==> config.mk <==
export PLATFORM = sky130hd
export DESIGN_NAME = ring_fifo_with_overwrite_and_unpush_top
export DESIGN_NICKNAME = d
export VERILOG_FILES = /design/src/sv/rfo_pkg.sv /design/src/sv/rfo_store.sv /design/src/sv/rfo_ctrl.sv /design/src/sv/ring_fifo_with_overwrite_and_unpush_top.sv
export SDC_FILE = /design/constraint.sdc
export NUM_CORES = 2
export LEC_CHECK = 0
export BUFFER_PORTS_ARGS = -buffer_cell sky130_fd_sc_hd__buf_2
export CORE_AREA = 4 4 480 482
export CTS_CLUSTER_SIZE = 24
export DETAILED_ROUTE_END_ITERATION = 12
export DIE_AREA = 0 0 484 486
export GPL_ROUTABILITY_DRIVEN = 0
export GPL_TIMING_DRIVEN = 0
export HOLD_SLACK_MARGIN = 0.1
export PLACE_DENSITY_LB_ADDON = 0.3
export SYNTH_ARGS = -nofsm -noshare
export SYNTH_HDL_FRONTEND = slang
export SYNTH_SLANG_ARGS = --single-unit
==> constraint.sdc <==
create_clock -name clock -period 8.1 [get_ports clock]
set_clock_uncertainty 0.2 [all_clocks]
set_input_delay 1.215 -clock clock [delete_from_list [all_inputs] [get_ports clock]]
set_output_delay 1.215 -clock clock [all_outputs]
set_load 0.03 [all_outputs]
==> src/sv/rfo_pkg.sv <==
// ----------------------------------------------------------------------------
// Ring FIFO package
// Sizes, command codes, shared types and the ring address helper.
// ----------------------------------------------------------------------------
package rfo_pkg;

   localparam int DEPTH     = 64;
   localparam int WORD_BITS = 32;
   localparam int ADDR_W    = $clog2(DEPTH);
   localparam int CNT_W     = $clog2(DEPTH + 1);
   localparam int KIND_W    = 3;

   localparam logic [KIND_W-1:0] KIND_PUSH    = 3'd0;
   localparam logic [KIND_W-1:0] KIND_POP     = 3'd1;
   localparam logic [KIND_W-1:0] KIND_UNPUSH  = 3'd2;
   localparam logic [KIND_W-1:0] KIND_PEEK    = 3'd3;
   localparam logic [KIND_W-1:0] KIND_DROP    = 3'd4;
   localparam logic [KIND_W-1:0] KIND_RANGE   = 3'd5;
   localparam logic [KIND_W-1:0] KIND_CLEAR   = 3'd6;

   typedef enum logic [1:0] {
      S_IDLE,
      S_EXEC,
      S_RDCAP
   } ctrl_state_type;

   typedef struct packed {
      logic                 we;
      logic [ADDR_W-1:0]    waddr;
      logic [WORD_BITS-1:0] wdata;
      logic                 re;
      logic [ADDR_W-1:0]    raddr;
   } mem_req_type;

   // Ring position of base plus off; the sum is always below twice the capacity.
   function automatic logic [ADDR_W-1:0] wrap_add(logic [ADDR_W-1:0] base,
                                                  logic [CNT_W-1:0]  off,
                                                  logic [CNT_W-1:0]  cap);
      logic [CNT_W:0] sum;
      sum = (CNT_W+1)'(base) + (CNT_W+1)'(off);
      if (sum >= (CNT_W+1)'(cap)) begin
         sum = sum - (CNT_W+1)'(cap);
      end
      return sum[ADDR_W-1:0];
   endfunction

endpackage

==> src/sv/rfo_store.sv <==
// ----------------------------------------------------------------------------
// Ring FIFO word store
// Single-write, single-read synchronous memory with registered read data.
// ----------------------------------------------------------------------------
module rfo_store (
   input  logic                          clock,
   input  rfo_pkg::mem_req_type          mem_req,
   output logic [rfo_pkg::WORD_BITS-1:0] rd_data
);
   import rfo_pkg::*;

   logic [WORD_BITS-1:0] mem [DEPTH];
   logic [WORD_BITS-1:0] rd_data_ff;

   always_ff @(posedge clock) begin
      if (mem_req.we) begin
         mem[mem_req.waddr] <= mem_req.wdata;
      end
   end

   always_ff @(posedge clock) begin
      if (mem_req.re) begin
         rd_data_ff <= mem[mem_req.raddr];
      end
   end

   assign rd_data = rd_data_ff;

endmodule

==> src/sv/rfo_ctrl.sv <==
// ----------------------------------------------------------------------------
// Ring FIFO controller
// Command register, ring pointers, sequencer and result register.
// ----------------------------------------------------------------------------
module rfo_ctrl (
   input  logic                          clock,
   input  logic                          reset,
   input  logic                          req_valid,
   output logic                          req_ready,
   input  logic [rfo_pkg::KIND_W-1:0]    req_kind,
   input  logic [rfo_pkg::WORD_BITS-1:0] req_data_in,
   input  logic                          req_overwrite,
   input  logic [rfo_pkg::ADDR_W-1:0]    req_start_index,
   input  logic [rfo_pkg::CNT_W-1:0]     req_amount,
   output logic                          rsp_valid,
   input  logic                          rsp_ready,
   output logic [rfo_pkg::WORD_BITS-1:0] rsp_data_out,
   output logic                          rsp_ok,
   output logic                          rsp_last,
   output logic [rfo_pkg::CNT_W-1:0]     rsp_fill_level,
   input  logic                          csr_we,
   input  logic [rfo_pkg::CNT_W-1:0]     csr_wdata,
   output rfo_pkg::mem_req_type          mem_req,
   input  logic [rfo_pkg::WORD_BITS-1:0] rd_data
);
   import rfo_pkg::*;

   ctrl_state_type state_ff, state_in;

   logic [KIND_W-1:0]    kind_ff, kind_in;
   logic [WORD_BITS-1:0] data_ff, data_in;
   logic                 ovw_ff, ovw_in;
   logic [ADDR_W-1:0]    start_ff, start_in;
   logic [CNT_W-1:0]     amount_ff, amount_in;

   logic [ADDR_W-1:0]    head_ff, head_in;
   logic [CNT_W-1:0]     fill_ff, fill_in;
   logic [CNT_W-1:0]     cap_ff, cap_in;
   logic [CNT_W-1:0]     off_ff, off_in;
   logic [CNT_W-1:0]     left_ff, left_in;

   logic                 rsp_valid_ff, rsp_valid_in;
   logic [WORD_BITS-1:0] rsp_data_ff, rsp_data_in;
   logic                 rsp_ok_ff, rsp_ok_in;
   logic                 rsp_last_ff, rsp_last_in;
   logic [CNT_W-1:0]     rsp_fill_ff, rsp_fill_in;

   logic                 out_free;
   logic                 accept;
   logic                 is_empty;
   logic                 is_full;
   logic                 range_bad;
   logic                 read_cmd;
   logic                 last_word;

   assign out_free  = !rsp_valid_ff || rsp_ready;
   assign accept    = req_valid && (state_ff == S_IDLE);
   assign is_empty  = (fill_ff == '0);
   assign is_full   = (fill_ff >= cap_ff);
   assign range_bad = ((CNT_W+1)'(start_ff) + (CNT_W+1)'(amount_ff)) > (CNT_W+1)'(fill_ff);
   assign last_word = (left_ff == CNT_W'(1));

   always_comb begin
      case (kind_ff)
         KIND_POP, KIND_UNPUSH, KIND_PEEK: read_cmd = !is_empty;
         KIND_RANGE:                       read_cmd = !range_bad && (amount_ff != '0);
         default:                          read_cmd = 1'b0;
      endcase
   end

   always_comb begin
      state_in = state_ff;
      unique case (state_ff)
         S_IDLE: begin
            if (req_valid) begin
               state_in = S_EXEC;
            end
         end
         S_EXEC: begin
            if (read_cmd) begin
               state_in = S_RDCAP;
            end else if (out_free) begin
               state_in = S_IDLE;
            end
         end
         S_RDCAP: begin
            if (out_free && last_word) begin
               state_in = S_IDLE;
            end
         end
         default: state_in = S_IDLE;
      endcase
   end

   always_comb begin
      kind_in      = kind_ff;
      data_in      = data_ff;
      ovw_in       = ovw_ff;
      start_in     = start_ff;
      amount_in    = amount_ff;
      head_in      = head_ff;
      fill_in      = fill_ff;
      cap_in       = cap_ff;
      off_in       = off_ff;
      left_in      = left_ff;
      rsp_valid_in = rsp_valid_ff && !rsp_ready;
      rsp_data_in  = rsp_data_ff;
      rsp_ok_in    = rsp_ok_ff;
      rsp_last_in  = rsp_last_ff;
      rsp_fill_in  = rsp_fill_ff;
      mem_req      = '0;
      req_ready    = 1'b0;

      unique case (state_ff)
         S_IDLE: begin
            req_ready = 1'b1;
            if (accept) begin
               kind_in   = req_kind;
               data_in   = req_data_in;
               ovw_in    = req_overwrite;
               start_in  = req_start_index;
               amount_in = req_amount;
            end
         end
         S_EXEC: begin
            if (read_cmd) begin
               mem_req.re = 1'b1;
               left_in    = CNT_W'(1);
               case (kind_ff)
                  KIND_POP: begin
                     mem_req.raddr = head_ff;
                     head_in       = wrap_add(head_ff, CNT_W'(1), cap_ff);
                     fill_in       = fill_ff - CNT_W'(1);
                  end
                  KIND_UNPUSH, KIND_PEEK: begin
                     mem_req.raddr = wrap_add(head_ff, fill_ff - CNT_W'(1), cap_ff);
                     if (kind_ff == KIND_UNPUSH) begin
                        fill_in = fill_ff - CNT_W'(1);
                     end
                  end
                  default: begin
                     mem_req.raddr = wrap_add(head_ff, CNT_W'(start_ff), cap_ff);
                     off_in        = CNT_W'(start_ff) + CNT_W'(1);
                     left_in       = amount_ff;
                  end
               endcase
            end else if (out_free) begin
               rsp_valid_in = 1'b1;
               rsp_data_in  = '0;
               rsp_ok_in    = 1'b0;
               rsp_last_in  = 1'b1;
               case (kind_ff)
                  KIND_PUSH: begin
                     if (!is_full) begin
                        mem_req.we    = 1'b1;
                        mem_req.waddr = wrap_add(head_ff, fill_ff, cap_ff);
                        mem_req.wdata = data_ff;
                        fill_in       = fill_ff + CNT_W'(1);
                        rsp_ok_in     = 1'b1;
                     end else if (ovw_ff) begin
                        mem_req.we    = 1'b1;
                        mem_req.waddr = head_ff;
                        mem_req.wdata = data_ff;
                        head_in       = wrap_add(head_ff, CNT_W'(1), cap_ff);
                        rsp_ok_in     = 1'b1;
                     end
                  end
                  KIND_DROP: begin
                     if (amount_ff <= fill_ff) begin
                        fill_in   = fill_ff - amount_ff;
                        rsp_ok_in = 1'b1;
                     end
                  end
                  KIND_RANGE: begin
                     rsp_ok_in = !range_bad;
                  end
                  KIND_CLEAR: begin
                     fill_in   = '0;
                     head_in   = '0;
                     rsp_ok_in = 1'b1;
                  end
                  default: begin
                     rsp_ok_in = 1'b0;
                  end
               endcase
               rsp_fill_in = fill_in;
            end
         end
         S_RDCAP: begin
            if (out_free) begin
               rsp_valid_in = 1'b1;
               rsp_data_in  = rd_data;
               rsp_ok_in    = 1'b1;
               rsp_last_in  = last_word;
               rsp_fill_in  = fill_ff;
               if (!last_word) begin
                  mem_req.re    = 1'b1;
                  mem_req.raddr = wrap_add(head_ff, off_ff, cap_ff);
                  off_in        = off_ff + CNT_W'(1);
                  left_in       = left_ff - CNT_W'(1);
               end
            end
         end
         default: begin
            req_ready = 1'b0;
         end
      endcase

      if (csr_we) begin
         if (csr_wdata == '0) begin
            cap_in = CNT_W'(1);
         end else if (csr_wdata > CNT_W'(DEPTH)) begin
            cap_in = CNT_W'(DEPTH);
         end else begin
            cap_in = csr_wdata;
         end
         head_in = '0;
         fill_in = '0;
      end
   end

   always_ff @(posedge clock) begin
      if (reset) begin
         state_ff     <= S_IDLE;
         head_ff      <= '0;
         fill_ff      <= '0;
         cap_ff       <= CNT_W'(DEPTH);
         rsp_valid_ff <= 1'b0;
      end else begin
         state_ff     <= state_in;
         head_ff      <= head_in;
         fill_ff      <= fill_in;
         cap_ff       <= cap_in;
         rsp_valid_ff <= rsp_valid_in;
      end
   end

   always_ff @(posedge clock) begin
      kind_ff     <= kind_in;
      data_ff     <= data_in;
      ovw_ff      <= ovw_in;
      start_ff    <= start_in;
      amount_ff   <= amount_in;
      off_ff      <= off_in;
      left_ff     <= left_in;
      rsp_data_ff <= rsp_data_in;
      rsp_ok_ff   <= rsp_ok_in;
      rsp_last_ff <= rsp_last_in;
      rsp_fill_ff <= rsp_fill_in;
   end

   assign rsp_valid      = rsp_valid_ff;
   assign rsp_data_out   = rsp_data_ff;
   assign rsp_ok         = rsp_ok_ff;
   assign rsp_last       = rsp_last_ff;
   assign rsp_fill_level = rsp_fill_ff;

endmodule

==> src/sv/ring_fifo_with_overwrite_and_unpush_top.sv <==
// ----------------------------------------------------------------------------
// Ring FIFO with overwrite and unpush
// Circular word FIFO with push, pop, newest-end removal and range reads.
// ----------------------------------------------------------------------------
// A command word is taken, executed in the execute state and answered through
// a result register, so the next command can arrive while a result waits.
// Push, drop, clear and failing commands pass through the execute state only;
// pop, unpush and peek also pass through the read-capture state, because the
// word store registers its read data; a read range yields one word per cycle
// while the result side keeps up. No clearing pass follows reset.
module ring_fifo_with_overwrite_and_unpush_top (
   input  logic                          clock,
   input  logic                          reset,
   input  logic                          req_valid,
   output logic                          req_ready,
   input  logic [rfo_pkg::KIND_W-1:0]    req_kind,
   input  logic [rfo_pkg::WORD_BITS-1:0] req_data_in,
   input  logic                          req_overwrite,
   input  logic [rfo_pkg::ADDR_W-1:0]    req_start_index,
   input  logic [rfo_pkg::CNT_W-1:0]     req_amount,
   output logic                          rsp_valid,
   input  logic                          rsp_ready,
   output logic [rfo_pkg::WORD_BITS-1:0] rsp_data_out,
   output logic                          rsp_ok,
   output logic                          rsp_last,
   output logic [rfo_pkg::CNT_W-1:0]     rsp_fill_level,
   input  logic                          csr_we,
   input  logic [rfo_pkg::CNT_W-1:0]     csr_wdata
);
   import rfo_pkg::*;

   mem_req_type          mem_req;
   logic [WORD_BITS-1:0] rd_data;

   rfo_ctrl u_ctrl (
      .clock           (clock),
      .reset           (reset),
      .req_valid       (req_valid),
      .req_ready       (req_ready),
      .req_kind        (req_kind),
      .req_data_in     (req_data_in),
      .req_overwrite   (req_overwrite),
      .req_start_index (req_start_index),
      .req_amount      (req_amount),
      .rsp_valid       (rsp_valid),
      .rsp_ready       (rsp_ready),
      .rsp_data_out    (rsp_data_out),
      .rsp_ok          (rsp_ok),
      .rsp_last        (rsp_last),
      .rsp_fill_level  (rsp_fill_level),
      .csr_we          (csr_we),
      .csr_wdata       (csr_wdata),
      .mem_req         (mem_req),
      .rd_data         (rd_data)
   );

   rfo_store u_store (
      .clock   (clock),
      .mem_req (mem_req),
      .rd_data (rd_data)
   );

endmodule

==> results <==
- At the end of the flow, the number of nets in the layout was 6654.
- The internal cell power is about 19000 uW.
- The worst-margin pin slew is 1.58 ns.
- The synthesized netlist contains approximately 100 unique library cells.
- For the worst setup path, the data arrival time is 8.74 ns.
- The final standard cell count with taps included and fillers excluded is slightly below 10k.
- The critical path is of the register to register type.
- Among all flip-flop cells after synthesis, the most frequent one is edfxtp_1.
- The smallest clock period supported by the final layout is computed as 8.37 ns.
- From bottom edge to top edge, the die measures 486 um.
- Dividing the detail-routed wire length by the instance count gives around 36 um.
- The number of clock sinks is 2207.
- The final reports fail on capacitance limit, slew limit, setup timing.
- Of the total power, registers draw 0.503.
- For this run the aggregate overflow at the end of global routing stands at 0.
- The buffer levels on the longest clock path is 3.
- The DRC violation total after the first TritonRoute iteration is around 11k.
- The pin count of the biggest net entering global routing is 65.
- The netlist area before placement is 92300 um2.
- The type of origin of the critical path is a register.
- The run finished, with violations left.
- At the end of the flow the core is filled with cells to 0.475.
- The number of nets handed over by synthesis was 6229.
- The routed layout has 63.0k vias.
- The placed instances occupy a cell area of 99200 um2.
- The peak fanout along the critical path is 10.
- The commonest cells after synthesis are edfxtp_1 (2184), mux2i_1 (380), nand2_1 (322), nor2_1 (250), o21ai_0 (229).
- At the worst endpoint, the required time is between 8 and 9 ns.
- The cell sitting at the root of the clock tree is a clkbuf_16.
- The startpoint of the lowest-slack hold path is req_kind[1].
- The minimum setup slack after placement is -1.62 ns.
- Detailed placement ended at an HPWL of 243 mm.
- After synthesis, the cell types taking the most area are edfxtp_1 (71%), mux2i_1 (4.1%), mux2_2 (1.6%).
- The number of buffers created by CTS is 216.
- The most used standard cell by instance count after synthesis is edfxtp_1.
- In this run, synthesis produced a sequential element count of roughly 2.2k.
- The share of total power dissipated in combinational logic is 0.088.
- The core area is 226000 um2.
- The number of maximum-capacitance violations is 5.
- The first global-routing pass estimated 474 mm of wire.
- The number of pins exceeding their max-slew limit in the final report is 32.
- The DRC violations left is 0.
- IR analysis of the VDD net gives a maximum drop of 0.000222 V.
- The floorplan die area is 235000 um2.
- Clock-pin slew was measured on the worst setup and hold paths at 0.07 ns.
- The family of cells with the greatest summed delay on the critical path is simple AND/OR/NAND/NOR gates.
- The H-tree generated during clock tree synthesis spans 4 levels.
- Of the post-synthesis cell area, the dominant cell type holds 0.711.
- In this run the horizontal extent of the chip is about 480 um.
- Counting flops with a built-in enable in the synthesized netlist gives around 2.2k.
- The number of antenna violations at the first check in global routing is 34.
- The number of global-route vias before repair was a little under 60k.
- The post-synthesis average cell area is 15.2 um2.
- The initialized floorplan defines about 180 standard-cell rows.
- Port buffering added 102 buffers.
- On the critical path, the stage with the largest delay is an instance of a211oi_1.
- After filler insertion, the fill cell instance count of the layout stands at 19.2k.
- The initial standard-cell utilization of the core is 0.408.
- The beginning of the worst register-to-register path is u_ctrl.fill_ff[0]$_SDFFE_PP0P_.
- In this run the worst hold path is classified as input port to register.
- TritonCTS built the clock tree.
- The final instance area is 108000 um2.
- Counting every instance in the synthesized netlist gives just over 6k.
- Adding up every negative setup slack in the final design gives -1.17 ns.
- The instance count after placement with tap cells included is 9272.
- The later pin in the worst-skew pair is clocked with a latency of between 0.9 and 1 ns.
- The sequential-to-total area share from yosys stat is 0.716.
- For this run, the detailed router's first-pass iteration total came to 12.
- The post-route worst setup slack is -0.270 ns.
- The worst setup path startpoint is u_ctrl.fill_ff[0]$_SDFFE_PP0P_.
- Static timing analysis puts the maximum clock frequency at 0.119 GHz.
- The analysis attributes to net switching a power of 6220 uW.
- The post-detailed-routing wire length is 352 mm.
- The detail-routed via count per cell is 6.49.
- Measured against its own limit, the worst slew margin works out to -0.0539.
- For this design the ratio of total power to cell area is 233 nW/um2.
- Of the cells placed in the final design, the portion with a size suffix greater than 1 is 0.172.
- For this run, the slowest stage of the critical path takes around 1.0 ns.
- Traced cell by cell, the critical path runs through inv_1 -> ha_1 -> xor2_1 -> ha_1 -> nor2b_1 -> o21a_1 -> o21ai_0 -> a21boi_0 -> nor2_1 -> xnor2_1 -> ha_1 -> nand3_1 -> a31oi_1 -> a211o_1 -> nor4_1 -> a311oi_1 -> or4_4 -> nand2_1 -> clkbuf_1 -> nand2_1 -> clkbuf_1 -> a211oi_1 -> nor4b_4.
- The total global routing track utilization is 0.290.
- The final count of hold timing violations came to 0.
- The most frequent cell on the critical path is ha_1.
- Of the total power, the share spent switching nets is 0.248.
- The power share of the clock group is 0.409.
- The count of pins on the block boundary is 104.
- During synthesis, Yosys emitted a total of 0 warnings.
- Setup repair after global routing could not meet its margin everywhere.
- Setup violations remaining at the end of the flow were counted as 10.
- The post-detailed-route count of antenna-violating nets is 0.
- For this design, the CTS-stage hold fixing added 0 buffers.
- The share of async-settable or async-resettable flops after synthesis is 0.
- The area growth from synthesis to layout is 16.6%.
- The analysis attributes to cell leakage a power of about 0.034 uW.
- The critical path capture point type is a register.
- The share of the clock period used by the worst path after layout is 1.03.
- Together, buffers and inverters on the worst path number 3.
- The largest total area in the synthesized netlist belongs to edfxtp_1.
cells by family (layout without fill, tap and decap cells):
family          Yosys count  in the layout  share of synthesized area
simple gates           1382           1382                     0.0770
compound gates         1299           1299                      0.104
mux                     517            517                     0.0588
other cells               0             36                          0
fa+ha+maj               106            106                     0.0153
xor+xnor                 57             57                    0.00541
buf+inv                 494           1101                     0.0243
flops                  2207           2207                      0.716
layout by cell type, fill, tap and decap left out, types with 160 or more instances in the layout:
cell type     n
nand3_1     172
buf_2       214
mux2i_1     380
nor2_1      186
a211oi_1    182
clkbuf_16   217
clkbuf_1    231
and3_1      160
edfxtp_1   2184
nand2_1     322
o21ai_0     228
metal layers:
| metal | GRT usage | wire length (um) | part of all wire | vias up |
|---|---|---|---|---|
| met1 | 0.342 | 119000 | 0.34 | 31200 |
| met3 | 0.141 | 55400 | 0.16 | 1420 |
| met2 | 0.416 | 147000 | 0.42 | 5308 |
| met4 | 0.198 | 30300 | 0.086 | 17 |
| met5 | 0.00653 | 286 | 0.00081 | - |
| li1 | - | - | - | 25100 |
path summary, 6_finish.rpt:
kind	end	slack (ns)	cells past startpoint
setup / recovery	u_store.rd_data[2]$_DFFE_PP_	-0.27	23
setup reg to reg	u_store.rd_data[2]$_DFFE_PP_	-0.27	23
hold / removal	u_ctrl.kind_ff[1]$_DFFE_PP_	0.28	1
hold reg to reg	u_ctrl.rsp_data_out[4]$_SDFFCE_PN0P_	0.30	1
sequential cells by signal, summed over array words and instances, names as in the netlist:
signal and cells:
u_ctrl.amount_ff 7, u_ctrl.cap_ff 7, u_ctrl.data_ff 32, u_ctrl.fill_ff 7, u_ctrl.head_ff 6, u_ctrl.kind_ff 3
u_ctrl.left_ff 7, u_ctrl.off_ff 7, u_ctrl.ovw_ff 1, u_ctrl.rsp_data_out 32, u_ctrl.rsp_fill_level 7, u_ctrl.rsp_last 1
u_ctrl.rsp_ok 1, u_ctrl.rsp_valid 1, u_ctrl.start_ff 6, u_ctrl.state_ff 2, u_store.mem 2048, u_store.rd_data 32
repair_timing:
| action | in CTS | in global routing |
|---|---|---|
| resized for setup | 151 | 132 |
| endpoints found under the setup margin | 32 | 32 |
| pin swaps | 9 | 15 |
| setup buffers | 3 | 4 |
through the flow:
stage | power, uW | hold slack [ns]
floorplan | 13900 | 0.270
global placement | 14800 | 0.292
detailed placement | 14900 | 0.300
CTS | 24900 | 0.256
global route | 25600 | 0.264
finish | 25100 | 0.281
area by class of cell:
cell class	instances	area, um2	share of cell area
repair buffers	208	2690	0.0250
diodes	36	90.1	0.000837
flip-flops and latches	2207	66000	0.614
clock inverters	132	1470	0.0137
clock buffers	268	5640	0.0524
plain buffers	429	2180	0.0203
inverters	64	240	0.00223
multi-input cells	3361	25500	0.237
well taps	3009	3760	0.0350
power by group through the flow:
stage / combinational, uW / clock (uW) / sequential [uW]
after global placement: 1970 / 0 / 12900
after CTS: 2080 / 10200 / 12600
after global routing: 2240 / 10700 / 12600
after floorplan: 1040 / 0 / 12900
final: 2220 / 10300 / 12600
after detailed placement: 2040 / 0 / 12900
Power figures use the tool's default switching activity.
